==> src/design/bss_pkg.sv <==
`timescale 1ns / 1ps
// shared types and constants for the bounded substring search block
// no dependencies

package bss_pkg;

	localparam int NEEDLE_REG_BYTES  = 16;
	localparam int NIDX_W            = $clog2(NEEDLE_REG_BYTES);
	localparam int LEN_W             = 5;
	localparam int LIMIT_W           = 32;
	localparam int CFG_DATA_W        = 64;
	localparam int CFG_INDEX_W       = 3;
	localparam int MATCH_POS_W       = 32;
	localparam int MAX_NEEDLE_DEF    = 16;
	localparam int POSITION_BITS_DEF = 32;

	typedef enum logic [CFG_INDEX_W-1:0] {
		CFG_NEEDLE_LOW  = 3'd0,
		CFG_NEEDLE_HIGH = 3'd1,
		CFG_NEEDLE_LEN  = 3'd2,
		CFG_LIMIT       = 3'd3
	} cfg_reg_t;

	typedef logic [NEEDLE_REG_BYTES-1:0][7:0] needle_t;

	typedef struct packed {
		logic shift;
		logic clear;
	} cell_ctl_t;

endpackage

==> src/design/bss_needle.sv <==
`timescale 1ns / 1ps
// effective needle length from the needle registers, length and limit
// depends on bss_pkg

module bss_needle import bss_pkg::*; #(
	parameter int MAX_NEEDLE = MAX_NEEDLE_DEF
) (
	input  logic [CFG_DATA_W-1:0] needle_low,
	input  logic [CFG_DATA_W-1:0] needle_high,
	input  logic [LEN_W-1:0]      needle_length,
	input  logic [LIMIT_W-1:0]    search_limit,
	output needle_t               needle,
	output logic [LEN_W-1:0]      nn
);

	localparam int NEEDLE_CAP = (MAX_NEEDLE < NEEDLE_REG_BYTES) ? MAX_NEEDLE : NEEDLE_REG_BYTES;
	localparam logic [LEN_W-1:0] CAP_LEN = LEN_W'(NEEDLE_CAP);

	logic [LEN_W-1:0] capped;
	logic [LEN_W-1:0] trimmed;

	assign needle = {needle_high, needle_low};

	always_comb begin
		capped = (needle_length > CAP_LEN) ? CAP_LEN : needle_length;
		trimmed = capped;
		// lowest zero byte inside the length ends the needle
		for (int i = NEEDLE_CAP - 1; i >= 0; i--) begin
			if (needle[i] == 8'd0 && LEN_W'(i) < capped) begin
				trimmed = LEN_W'(i);
			end
		end
		if (LIMIT_W'(trimmed) > search_limit) begin
			nn = search_limit[LEN_W-1:0];
		end else begin
			nn = trimmed;
		end
	end

endmodule

==> src/design/bss_cell.sv <==
`timescale 1ns / 1ps
// one window cell: holds a recent haystack byte and compares it to its needle byte
// depends on bss_pkg

module bss_cell import bss_pkg::*; #(
	parameter int CELL_IDX = 0
) (
	input  logic             clk,
	input  logic             arst_n,
	input  cell_ctl_t        ctl,
	input  logic [7:0]       byte_in,
	input  needle_t          needle,
	input  logic [LEN_W-1:0] nn,
	output logic [7:0]       byte_out,
	output logic             eq
);

	logic [7:0]        byte_q;
	logic              active;
	logic [NIDX_W-1:0] sel;

	always_ff @(posedge clk or negedge arst_n) begin
		if (!arst_n) begin
			byte_q <= '0;
		end else if (ctl.clear) begin
			byte_q <= '0;
		end else if (ctl.shift) begin
			byte_q <= byte_in;
		end
	end

	// cell k lines up with needle byte nn-1-k once the new byte is in
	assign active = int'(nn) > CELL_IDX;
	assign sel = NIDX_W'(int'(nn) - 1 - CELL_IDX);
	assign eq = !active || (byte_in == needle[sel]);
	assign byte_out = byte_q;

endmodule

==> src/design/bounded_substring_search.sv <==
`timescale 1ns / 1ps
// top level of the bounded substring search: config registers, cell row, result register
// depends on bss_pkg, bss_needle, bss_cell

// Takes one haystack byte per clock unless stalled; the result of a byte sits in the
// output register in the cycle after its beat and is held there until taken. The byte
// rate is set by the row of window cells, which compare every needle position in
// parallel each cycle. haystack_stall rises only while a result is held by result_stall.
// A string ends with a zero byte, which yields a miss (hit for empty needle) if nothing
// was reported and clears the window, the position counter and the answered flag.
// cfg_ready is always high; writes to indexes beyond the four registers are dropped.
module bounded_substring_search import bss_pkg::*; #(
	parameter int MAX_NEEDLE    = MAX_NEEDLE_DEF,
	parameter int POSITION_BITS = POSITION_BITS_DEF
) (
	input  logic                   clk,
	input  logic                   arst_n,
	input  logic                   cfg_valid,
	output logic                   cfg_ready,
	input  logic [CFG_INDEX_W-1:0] cfg_index,
	input  logic [CFG_DATA_W-1:0]  cfg_data,
	input  logic                   haystack_valid,
	output logic                   haystack_stall,
	input  logic [7:0]             haystack_byte,
	output logic                   result_valid,
	input  logic                   result_stall,
	output logic                   found,
	output logic [MATCH_POS_W-1:0] match_position
);

	localparam int WB = ((POSITION_BITS > LIMIT_W) ? POSITION_BITS : LIMIT_W) + 1;

	logic [CFG_DATA_W-1:0]  needle_low_q;
	logic [CFG_DATA_W-1:0]  needle_high_q;
	logic [LEN_W-1:0]       needle_len_q;
	logic [LIMIT_W-1:0]     search_limit_q;

	logic [POSITION_BITS-1:0] position_q;
	logic [POSITION_BITS-1:0] position_next;
	logic                     answered_q;
	logic                     answered_next;

	logic                   result_valid_q;
	logic                   found_q;
	logic [MATCH_POS_W-1:0] match_position_q;

	needle_t          needle;
	logic [LEN_W-1:0] nn;
	cell_ctl_t        ctl;
	logic [7:0]       window [MAX_NEEDLE];
	logic [MAX_NEEDLE-1:0] eq;

	logic                   accept;
	logic                   emit;
	logic                   emit_found;
	logic [MATCH_POS_W-1:0] emit_pos;
	logic [WB-1:0]          start;
	logic                   reach;

	// configuration
	assign cfg_ready = 1'b1;

	always_ff @(posedge clk or negedge arst_n) begin
		if (!arst_n) begin
			needle_low_q   <= '0;
			needle_high_q  <= '0;
			needle_len_q   <= '0;
			search_limit_q <= '0;
		end else if (cfg_valid && cfg_ready) begin
			case (cfg_reg_t'(cfg_index))
				CFG_NEEDLE_LOW:  needle_low_q   <= cfg_data;
				CFG_NEEDLE_HIGH: needle_high_q  <= cfg_data;
				CFG_NEEDLE_LEN:  needle_len_q   <= cfg_data[LEN_W-1:0];
				CFG_LIMIT:       search_limit_q <= cfg_data[LIMIT_W-1:0];
				default: ;
			endcase
		end
	end

	bss_needle #(
		.MAX_NEEDLE(MAX_NEEDLE)
	) u_needle (
		.needle_low   (needle_low_q),
		.needle_high  (needle_high_q),
		.needle_length(needle_len_q),
		.search_limit (search_limit_q),
		.needle       (needle),
		.nn           (nn)
	);

	// window cell row, newest byte in cell 0
	for (genvar k = 0; k < MAX_NEEDLE; k++) begin : g_cell
		logic [7:0] cell_in;
		if (k == 0) begin : g_head
			assign cell_in = haystack_byte;
		end else begin : g_link
			assign cell_in = window[k-1];
		end
		bss_cell #(
			.CELL_IDX(k)
		) u_cell (
			.clk     (clk),
			.arst_n  (arst_n),
			.ctl     (ctl),
			.byte_in (cell_in),
			.needle  (needle),
			.nn      (nn),
			.byte_out(window[k]),
			.eq      (eq[k])
		);
	end

	assign haystack_stall = result_valid_q && result_stall;
	assign accept = haystack_valid && !haystack_stall;

	assign start = WB'(position_q) + WB'(1) - WB'(nn);
	assign reach = (WB'(position_q) + WB'(1)) >= WB'(nn);

	always_comb begin
		emit          = 1'b0;
		emit_found    = 1'b0;
		emit_pos      = '0;
		ctl           = '0;
		position_next = position_q;
		answered_next = answered_q;
		if (accept) begin
			if (haystack_byte == 8'd0) begin
				emit          = !answered_q;
				emit_found    = (nn == '0);
				ctl.clear     = 1'b1;
				position_next = '0;
				answered_next = 1'b0;
			end else if (!answered_q) begin
				if (nn == '0) begin
					emit          = 1'b1;
					emit_found    = 1'b1;
					answered_next = 1'b1;
				end else begin
					ctl.shift = 1'b1;
					// a saturated counter still shifts but checks nothing
					if (position_q != '1) begin
						position_next = position_q + POSITION_BITS'(1);
						if (reach && start < WB'(search_limit_q) && (&eq)) begin
							emit          = 1'b1;
							emit_found    = 1'b1;
							emit_pos      = start[MATCH_POS_W-1:0];
							answered_next = 1'b1;
						end
					end
				end
			end
		end
	end

	always_ff @(posedge clk or negedge arst_n) begin
		if (!arst_n) begin
			position_q <= '0;
			answered_q <= 1'b0;
		end else begin
			position_q <= position_next;
			answered_q <= answered_next;
		end
	end

	always_ff @(posedge clk or negedge arst_n) begin
		if (!arst_n) begin
			result_valid_q <= 1'b0;
		end else if (emit) begin
			result_valid_q <= 1'b1;
		end else if (!result_stall) begin
			result_valid_q <= 1'b0;
		end
	end

	always_ff @(posedge clk) begin
		if (emit) begin
			found_q          <= emit_found;
			match_position_q <= emit_pos;
		end
	end

	assign result_valid   = result_valid_q;
	assign found          = found_q;
	assign match_position = match_position_q;

`ifndef SYNTH
	a_miss_pos_zero: assert property (@(posedge clk) disable iff (!arst_n)
		result_valid && !found |-> match_position == '0)
		else $error("miss beat with nonzero position");

	a_nul_clears: assert property (@(posedge clk) disable iff (!arst_n)
		accept && haystack_byte == 8'd0 |=> position_q == '0 && !answered_q)
		else $error("string end did not clear state");

	a_answered_holds: assert property (@(posedge clk) disable iff (!arst_n)
		accept && haystack_byte != 8'd0 && answered_q |=> $stable(position_q) && answered_q)
		else $error("state moved after a result");

	a_hit_sets_answered: assert property (@(posedge clk) disable iff (!arst_n)
		emit && haystack_byte != 8'd0 |=> answered_q && result_valid)
		else $error("hit not recorded");
`endif

endmodule
==> config.mk <==
export PLATFORM = sky130hd
export DESIGN_NAME = bounded_substring_search
export DESIGN_NICKNAME = d
export VERILOG_FILES = /design/src/design/bss_pkg.sv /design/src/design/bss_needle.sv /design/src/design/bss_cell.sv /design/src/design/bounded_substring_search.sv
export SDC_FILE = /design/constraint.sdc
export NUM_CORES = 1
export LEC_CHECK = 0
export BUFFER_PORTS_ARGS = -buffer_cell sky130_fd_sc_hd__clkbuf_2
export CAP_MARGIN = 20
export CORE_MARGIN = 2
export CORE_UTILIZATION = 59
export DETAILED_ROUTE_END_ITERATION = 7
export GPL_ROUTABILITY_DRIVEN = 0
export PLACE_DENSITY = 0.77
export SETUP_SLACK_MARGIN = 0.5
export SLEW_MARGIN = 20
export SYNTH_ARGS = -nofsm -noshare
export SYNTH_HDL_FRONTEND = slang
export SYNTH_SLANG_ARGS = --single-unit
==> constraint.sdc <==
create_clock -name clk -period 13.6 [get_ports clk]
set_input_delay 1.36 -clock clk [delete_from_list [all_inputs] [get_ports clk]]
set_output_delay 1.36 -clock clk [all_outputs]
set_load 0.05 [all_outputs]
==> Word-level counts from Yosys, hierarchy flattened <==
Index checks and enable logic that the tools add are counted.
{ "totals": {"regBits": 352, "output_inout_bits": 36} }
{ "op_classes": {"add_sub_neg": 19, "magnitude_cmp": 52, "eq_ne": 23, "mux": 100, "bitwise": 3, "n_reduce_logical": 82} }
{ "ops": {"columns": ["cell", "n"], "rows": [
  ["8-bit binary-select mux with 4-bit select", 16],
  ["8-bit two-way mux", 46],
  ["8-bit logical NOT", 17],
  ["8-bit == test", 16],
  ["32-bit two-way mux", 4],
  ["5-bit two-way mux", 18],
  ["4-bit by 5-bit < comparator with 1-bit output (second input constant)", 16],
  ["5-bit by 4-bit > comparator with 1-bit output (second input constant)", 8],
  ["4-bit by 5-bit < comparator with 1-bit output (first input constant)", 8],
  ["32-bit by 1-bit adder with 33-bit output (second input constant)", 1],
  ["33-bit by 5-bit >= comparator with 1-bit output", 1],
  ["33-bit by 32-bit < comparator with 1-bit output", 1],
  ["33-bit by 5-bit subtractor with 33-bit output", 1],
  ["32-bit by 1-bit adder with 32-bit output (second input constant)", 1],
  ["5-bit by 32-bit > comparator with 1-bit output", 1],
  ["32-bit != test (second input constant)", 1],
  ["4-bit subtractor (second input constant)", 8],
  ["5-bit by 3-bit > comparator with 1-bit output (second input constant)", 4],
  ["1-bit logical AND", 20],
  ["3-bit by 5-bit < comparator with 1-bit output (first input constant)", 4],
  ["1-bit logical NOT", 18],
  ["1-bit logical OR", 16],
  ["16-bit AND reduction", 1],
  ["4-bit by 3-bit subtractor with 4-bit output (second input constant)", 4],
  ["other kinds (20)", 48]
]} }

==> Logic depth before layout (Yosys ltp) <==
{ "logic_depth": {"ltp_word": 37, "mapped_depth": 48, "mapped_depth_nobuf": 41} }

==> By module <==
A second synthesis with hierarchy kept.
{ "unflattened": {"cells_unflattened": 3176, "hier_area_um2": 38476.9} }
{ "by_module_without_submodules": {"columns": ["module", "n_inst", "cells_per_inst", "area_each_um2"], "rows": [
  ["bounded_substring_search", 1, 926, 11179.5],
  ["bss_cell (g_cell[3].u_cell)", 1, 179, 2008.2],
  ["bss_needle", 1, 270, 1979.4],
  ["bss_cell (g_cell[11].u_cell)", 1, 156, 1770.4],
  ["bss_cell (g_cell[7].u_cell)", 1, 132, 1644.1],
  ["bss_cell (g_cell[15].u_cell)", 1, 153, 1634.1],
  ["bss_cell (g_cell[9].u_cell)", 1, 112, 1614.0],
  ["bss_cell (g_cell[1].u_cell)", 1, 110, 1582.8],
  ["bss_cell (g_cell[5].u_cell)", 1, 109, 1577.8],
  ["bss_cell (g_cell[13].u_cell)", 1, 112, 1531.5],
  ["bss_cell (g_cell[4].u_cell)", 1, 119, 1521.5],
  ["bss_cell (g_cell[12].u_cell)", 1, 118, 1515.2],
  ["bss_cell (g_cell[6].u_cell)", 1, 110, 1503.9],
  ["bss_cell (g_cell[10].u_cell)", 1, 122, 1487.7],
  ["4 more rows", null, null, null]
]} }

==> Worst setup path before layout <==
No wires, ideal clock.
{ "synth_timing": {"path_kind": "flip-flop to flip-flop", "startpoint": "register needle_low_q[20]", "endpoint": "register found_q (netlist: found) (enable)", "setup_time_ns": 0.474, "arrival_ns": 11.461, "required_time_ns": 13.126, "path_slack_ns": 1.665, "stages_incl_launch_ff": 37, "n_path_buf": 7, "cell_sequence": "dfrtp_1 > or4_1 > or3_1 > o211a_1 > a21oi_1 > nand2_1 > clkbuf_1 > clkinv_1 > ha_1 > and4b_1 > o21a_1 > or2_2 > nand2_1 > nor2_1 > a21oi_1 > buf_2 > buf_2 > buf_1 > inv_1 > ha_1 > inv_1 > clkbuf_1 > clkbuf_1 > clkbuf_1 > ha_1 > nand2_1 > o21ai_0 > xor2_4 > mux4_2 > xor2_1 > nor4_1 > nand2_1 > nor4bb_1 > a41oi_1 > nor4_1 > nand4_1 > a21boi_0"} }
{ "synth_between": {"elab_chain_len": 21, "elab_cells_between_ends": 132, "classes_between": "add/sub (17); order compare (19); eq/ne (16); mux (42); reduce/logical (38)"} }
{ "synth_lines": {"columns": ["element", "line", "source"], "rows": [
  ["from (decl)", "bounded_substring_search.sv:33", "logic [CFG_DATA_W-1:0] needle_low_q;"],
  ["from (signal assigned)", "bounded_substring_search.sv:71", "CFG_NEEDLE_LOW: needle_low_q <= cfg_data;"],
  ["8-bit logical NOT", "bss_needle.sv:29", "if (needle[i] == 8'd0 && LEN_W'(i) < capped) begin"],
  ["1-bit logical AND", "bss_needle.sv:29", null],
  ["5-bit two-way mux (3 in a row)", "bss_needle.sv:29", null],
  ["5-bit by 32-bit > comparator with 1-bit output", "bss_needle.sv:33", "if (LIMIT_W'(trimmed) > search_limit) begin"],
  ["5-bit two-way mux", "bss_needle.sv:33", null],
  ["4-bit by 1-bit subtractor with 4-bit output", "bss_cell.sv:34", "assign sel = NIDX_W'(int'(nn) - 1 - CELL_IDX);"],
  ["4-bit by 2-bit subtractor with 4-bit output, or another cell as far along", "bss_cell.sv:34", null],
  ["8-bit binary-select mux with 4-bit select", "bss_cell.sv:35", "assign eq = !active || (byte_in == needle[sel]);"],
  ["[... 4 more ...]", null, null],
  ["1-bit logical AND", "bounded_substring_search.sv:143", "if (reach && start < WB'(search_limit_q) && (&eq)) begin"],
  ["1-bit two-way mux", "bounded_substring_search.sv:143", null],
  ["1-bit two-way mux", "bounded_substring_search.sv:141", "if (position_q != '1) begin"],
  ["1-bit two-way mux (*)", "bounded_substring_search.sv:134", "if (nn == '0) begin"],
  ["1-bit two-way mux (*)", "bounded_substring_search.sv:133", "end else if (!answered_q) begin"],
  ["1-bit two-way mux (*)", "bounded_substring_search.sv:127", "if (haystack_byte == 8'd0) begin"],
  ["1-bit two-way mux (*)", "bounded_substring_search.sv:126", "if (accept) begin"],
  ["net emit", "bounded_substring_search.sv:54", "logic emit;"],
  ["to (signal assigned)", "bounded_substring_search.sv:177", "found_q <= emit_found;"],
  ["to (decl)", "bounded_substring_search.sv:44", "logic found_q;"]
]} }
Mark *: on every way through the listed nets, which the timed path passes. The rest lies on a longest branch. The select of a mux whose other input is x is not followed.
A chain may end at the register's enable or synchronous reset.

==> Worst setup path in the final report <==
{ "layout_timing": {"startpoint": "register needle_high_q[61]", "endpoint": "register match_position_q[19] (netlist: match_position[19]) (enable)"} }
{ "layout_between": {"elab_cells_between_ends": 145, "classes_between": "add/sub (17); order compare (19); eq/ne (16); mux (55); reduce/logical (38)"} }
{ "layout_lines": {"columns": ["element", "line", "source"], "rows": [
  ["from (decl)", "bounded_substring_search.sv:34", "logic [CFG_DATA_W-1:0] needle_high_q;"],
  ["from (signal assigned)", "bounded_substring_search.sv:72", "CFG_NEEDLE_HIGH: needle_high_q <= cfg_data;"],
  ["8-bit logical NOT (*)", "bss_needle.sv:29", null],
  ["1-bit logical AND (*)", "bss_needle.sv:29", null],
  ["5-bit two-way mux (*) (16 in a row)", "bss_needle.sv:29", null],
  ["5-bit by 32-bit > comparator with 1-bit output", "bss_needle.sv:33", null],
  ["5-bit two-way mux (*)", "bss_needle.sv:33", null],
  ["33-bit by 5-bit subtractor with 33-bit output (*)", "bounded_substring_search.sv:116", "assign start = WB'(position_q) + WB'(1) - WB'(nn);"],
  ["net start[26]", "bounded_substring_search.sv:57", "logic [WB-1:0] start;"],
  ["33-bit by 32-bit < comparator with 1-bit output (*)", "bounded_substring_search.sv:143", null],
  ["1-bit logical AND (*) (2 in a row)", "bounded_substring_search.sv:143", null],
  ["1-bit two-way mux (*)", "bounded_substring_search.sv:143", null],
  ["1-bit two-way mux (*)", "bounded_substring_search.sv:141", null],
  ["1-bit two-way mux (*)", "bounded_substring_search.sv:134", null],
  ["1-bit two-way mux (*)", "bounded_substring_search.sv:133", null],
  ["1-bit two-way mux (*)", "bounded_substring_search.sv:127", null],
  ["1-bit two-way mux (*)", "bounded_substring_search.sv:126", null],
  ["net emit", "bounded_substring_search.sv:54", null],
  ["to (signal assigned)", "bounded_substring_search.sv:178", "match_position_q <= emit_pos;"],
  ["to (decl)", "bounded_substring_search.sv:45", "logic [MATCH_POS_W-1:0] match_position_q;"]
]} }
Marked as above.

==> qor.csv <==
metric,value,unit
synth_nets,2871,
path_common_cell,nand2_1,
antenna_found_initial,1,
grt_setup_unrepaired,false,
synth_top_cell_area_share,0.294,
synth-seq-area-share,0.331,
slew_violations,0,
grt_max_degree,117,
cp_slowest_cell,a2111oi_0,
dp_hpwl,72300,um
grt_pass1_vias,22700,
wl,95700,um
finalNetCount,2883,
skew,0.0285,ns
clk_path_buf_depth,3,
peakVddDrop,0.155,mV
clk_latency,0.61,ns
synth_ff_type,dfrtp_1,
detail_route.wl_per_cell,28.4,um
async_flop_share,0.906,
yosysUniqueCellTypes,95,
syn2layout_area_growth,8.46,%
crit_type,reg -> reg,
cts.sink_count,352,
tritoncts,built,
synth_most_common_cell,nand2_1,
synth.avg_cell_area,9.94,um2
wl_met3,13300,um
top_layer,met5,
coreArea,45400,um2
htree_levels,2,
ff2ff_path_depth,41,
required,13.89,ns
synthTopCellsByArea,"dfrtp_1 29%, mux2i_1 13%, mux4_2 8.0%",
fin_ws,1.33,ns
cts_resized,0,
final-hold-violation-count,0,
dp_slack,1.52,ns
met1_length,34300,um
port_buffers,114,
tightest_slew,1.19,ns
yosysWarnings,0,
overflow,0,
synthCells,2731,
die_h,219,um
min_from,search_limit_q[4],
cts.clk_slew.worst_paths,0.06,ns
synth_top_area_cell,dfrtp_1,
vias,24100,
cpPeakStageDelay,0.79,ns
max_cap_violations,0,
placementRows,78,
dr_wl_met2,39700,um
post_cts_buffers,0,
cts-root-buf,clkbuf_16,
ios,116,
cts-hold-fix-buffers,0,
cp-startpoint,needle_high_q[61],
cp.arrival,12.56,ns
ant_nets,0,
synth.cell_area,27100,um2
drtIter0Drc,3949,
outcome,completed,
dp_cells,3300,
grt_first_pass_wirelength,144000,um
power.leakage,12.8,nW
end_kind,flop,
min_period,12.27,ns
first_pass_iters,8,
vias_per_cell,7.15,
cp_max_fo,23,
ys_ff_latch,352,
startpoint_type,flop,
fin_crit_sh,0.902,
drive_gt1_frac,0.191,
tns,0,ns
synth_commonest_cells,"361 x nand2_1, 354 x mux2i_1, 319 x dfrtp_1",
die_w,219,um
numCtsBuffers,39,
die-area,47700,um2
power_density,315,nW/um2
drc,0,
initial_core_util,0.598,
final_cells,3373,
max_freq,81.5,MHz
setup_violations,0,
whs_path_depth,1,
synth_edf_count,33,
rr_startpoint,needle_high_q[61],
hold_class,reg -> reg,
grt_use_total,0.403,
relSlewSlack,0.182,
==> final cells by class <==
type                       instances  area, um2
sequential                       352       8970
timing repair buffer             154        925
clock buffer                      54       1110
fill                            3481      15900
multi-input combinational       2136      17300
tap                              600        751
clock inverter                    16        190
inverter                          60        226
antenna                            1       2.50
==> layout by cell type (no fill, tap or decap), types with 13 or more instances in the layout <==
cell type and instances:
and2_1 13, and3_1 37, nand4_1 35, nor3_1 34
nor2b_1 25, dfrtp_1 319, o31ai_1 25, inv_1 55
a21o_1 15, mux2i_1 351, xnor2_1 124, buf_4 37
xor2_1 104, clkbuf_2 113, mux2_2 184, ha_1 58
clkbuf_16 39, nand2_1 360, edfxtp_1 33, mux4_2 96
a31oi_1 13, a21oi_1 166, nor4_1 49, nor2_1 78
a211oi_1 16, o21ai_0 80, nand3_1 63
==> critical path: cells and delay by family, from the launching register on <==
family,cells,cell delay [ns]
xor+xnor,1,0.32
flops,1,0.49
buf+inv,4,1.30
compound gates,18,4.56
fa+ha+maj,4,1.29
simple gates,14,3.94
==> registers in the layout, summed over array words and instances, names as in the netlist <==
| signal | count |
|---|---|
| found | 1 |
| g_cell.u_cell.byte_out | 120 |
| needle_high_q | 64 |
| needle_low_q | 64 |
| search_limit_q | 32 |
| position_q | 32 |
| result_valid | 1 |
| answered_q | 1 |
| match_position | 32 |
| needle_len_q | 5 |
==> worst paths after layout <==
check	end	slack [ns]
max in group asynchronous	g_cell[9].u_cell.byte_out[4]	10.45
setup reg to reg	match_position[19]	1.33
min in group asynchronous	position_q[25]	0.75
setup / recovery	match_position[19]	1.33
hold / removal	search_limit_q[4]	0.52
hold reg to reg	search_limit_q[4]	0.52
==> stage by stage <==
step / power [mW] / hold slack [ns] / area, um2 / utilization
3_3_place_gp: 7.61 / 0.494 / 28100 / 0.618
2_1_floorplan: 6.14 / 0.479 / 27100 / -
6_report: 9.26 / 0.517 / 29400 / 0.649
5_1_grt: 9.57 / 0.527 / 29400 / 0.649
4_1_cts: 8.90 / 0.513 / 29400 / 0.647
3_5_place_dp: 7.79 / 0.500 / 28100 / 0.618
==> logic make-up after synthesis <==
| logic type | after synthesis | synth area share |
|---|---|---|
| and+or+nand+nor | 760 | 0.134 |
| muxes | 634 | 0.287 |
| AOI/OAI and AO/OA | 448 | 0.107 |
| DFF | 352 | 0.331 |
| buffers and inverters | 243 | 0.0374 |
| xor gates and xnor gates | 233 | 0.0764 |
| adders and majority gates | 60 | 0.0279 |
| other | 1 | 0.000138 |
==> per-layer routing <==
metal,vias to the layer above,track usage
li1,10100,-
met1,11600,0.523
met2,1903,0.574
met3,497,0.128
met4,2,0.271
met5,-,0.0167
==> report_power, final <==
group | total [mW] | internal (mW) | switching [mW]
clock network | 1.09 | 0.619 | 0.472
logic | 6.35 | 2.57 | 3.77
registers | 1.83 | 1.35 | 0.476
total | 9.26 | 4.54 | 4.72
(Power assumes the default switching activity.)
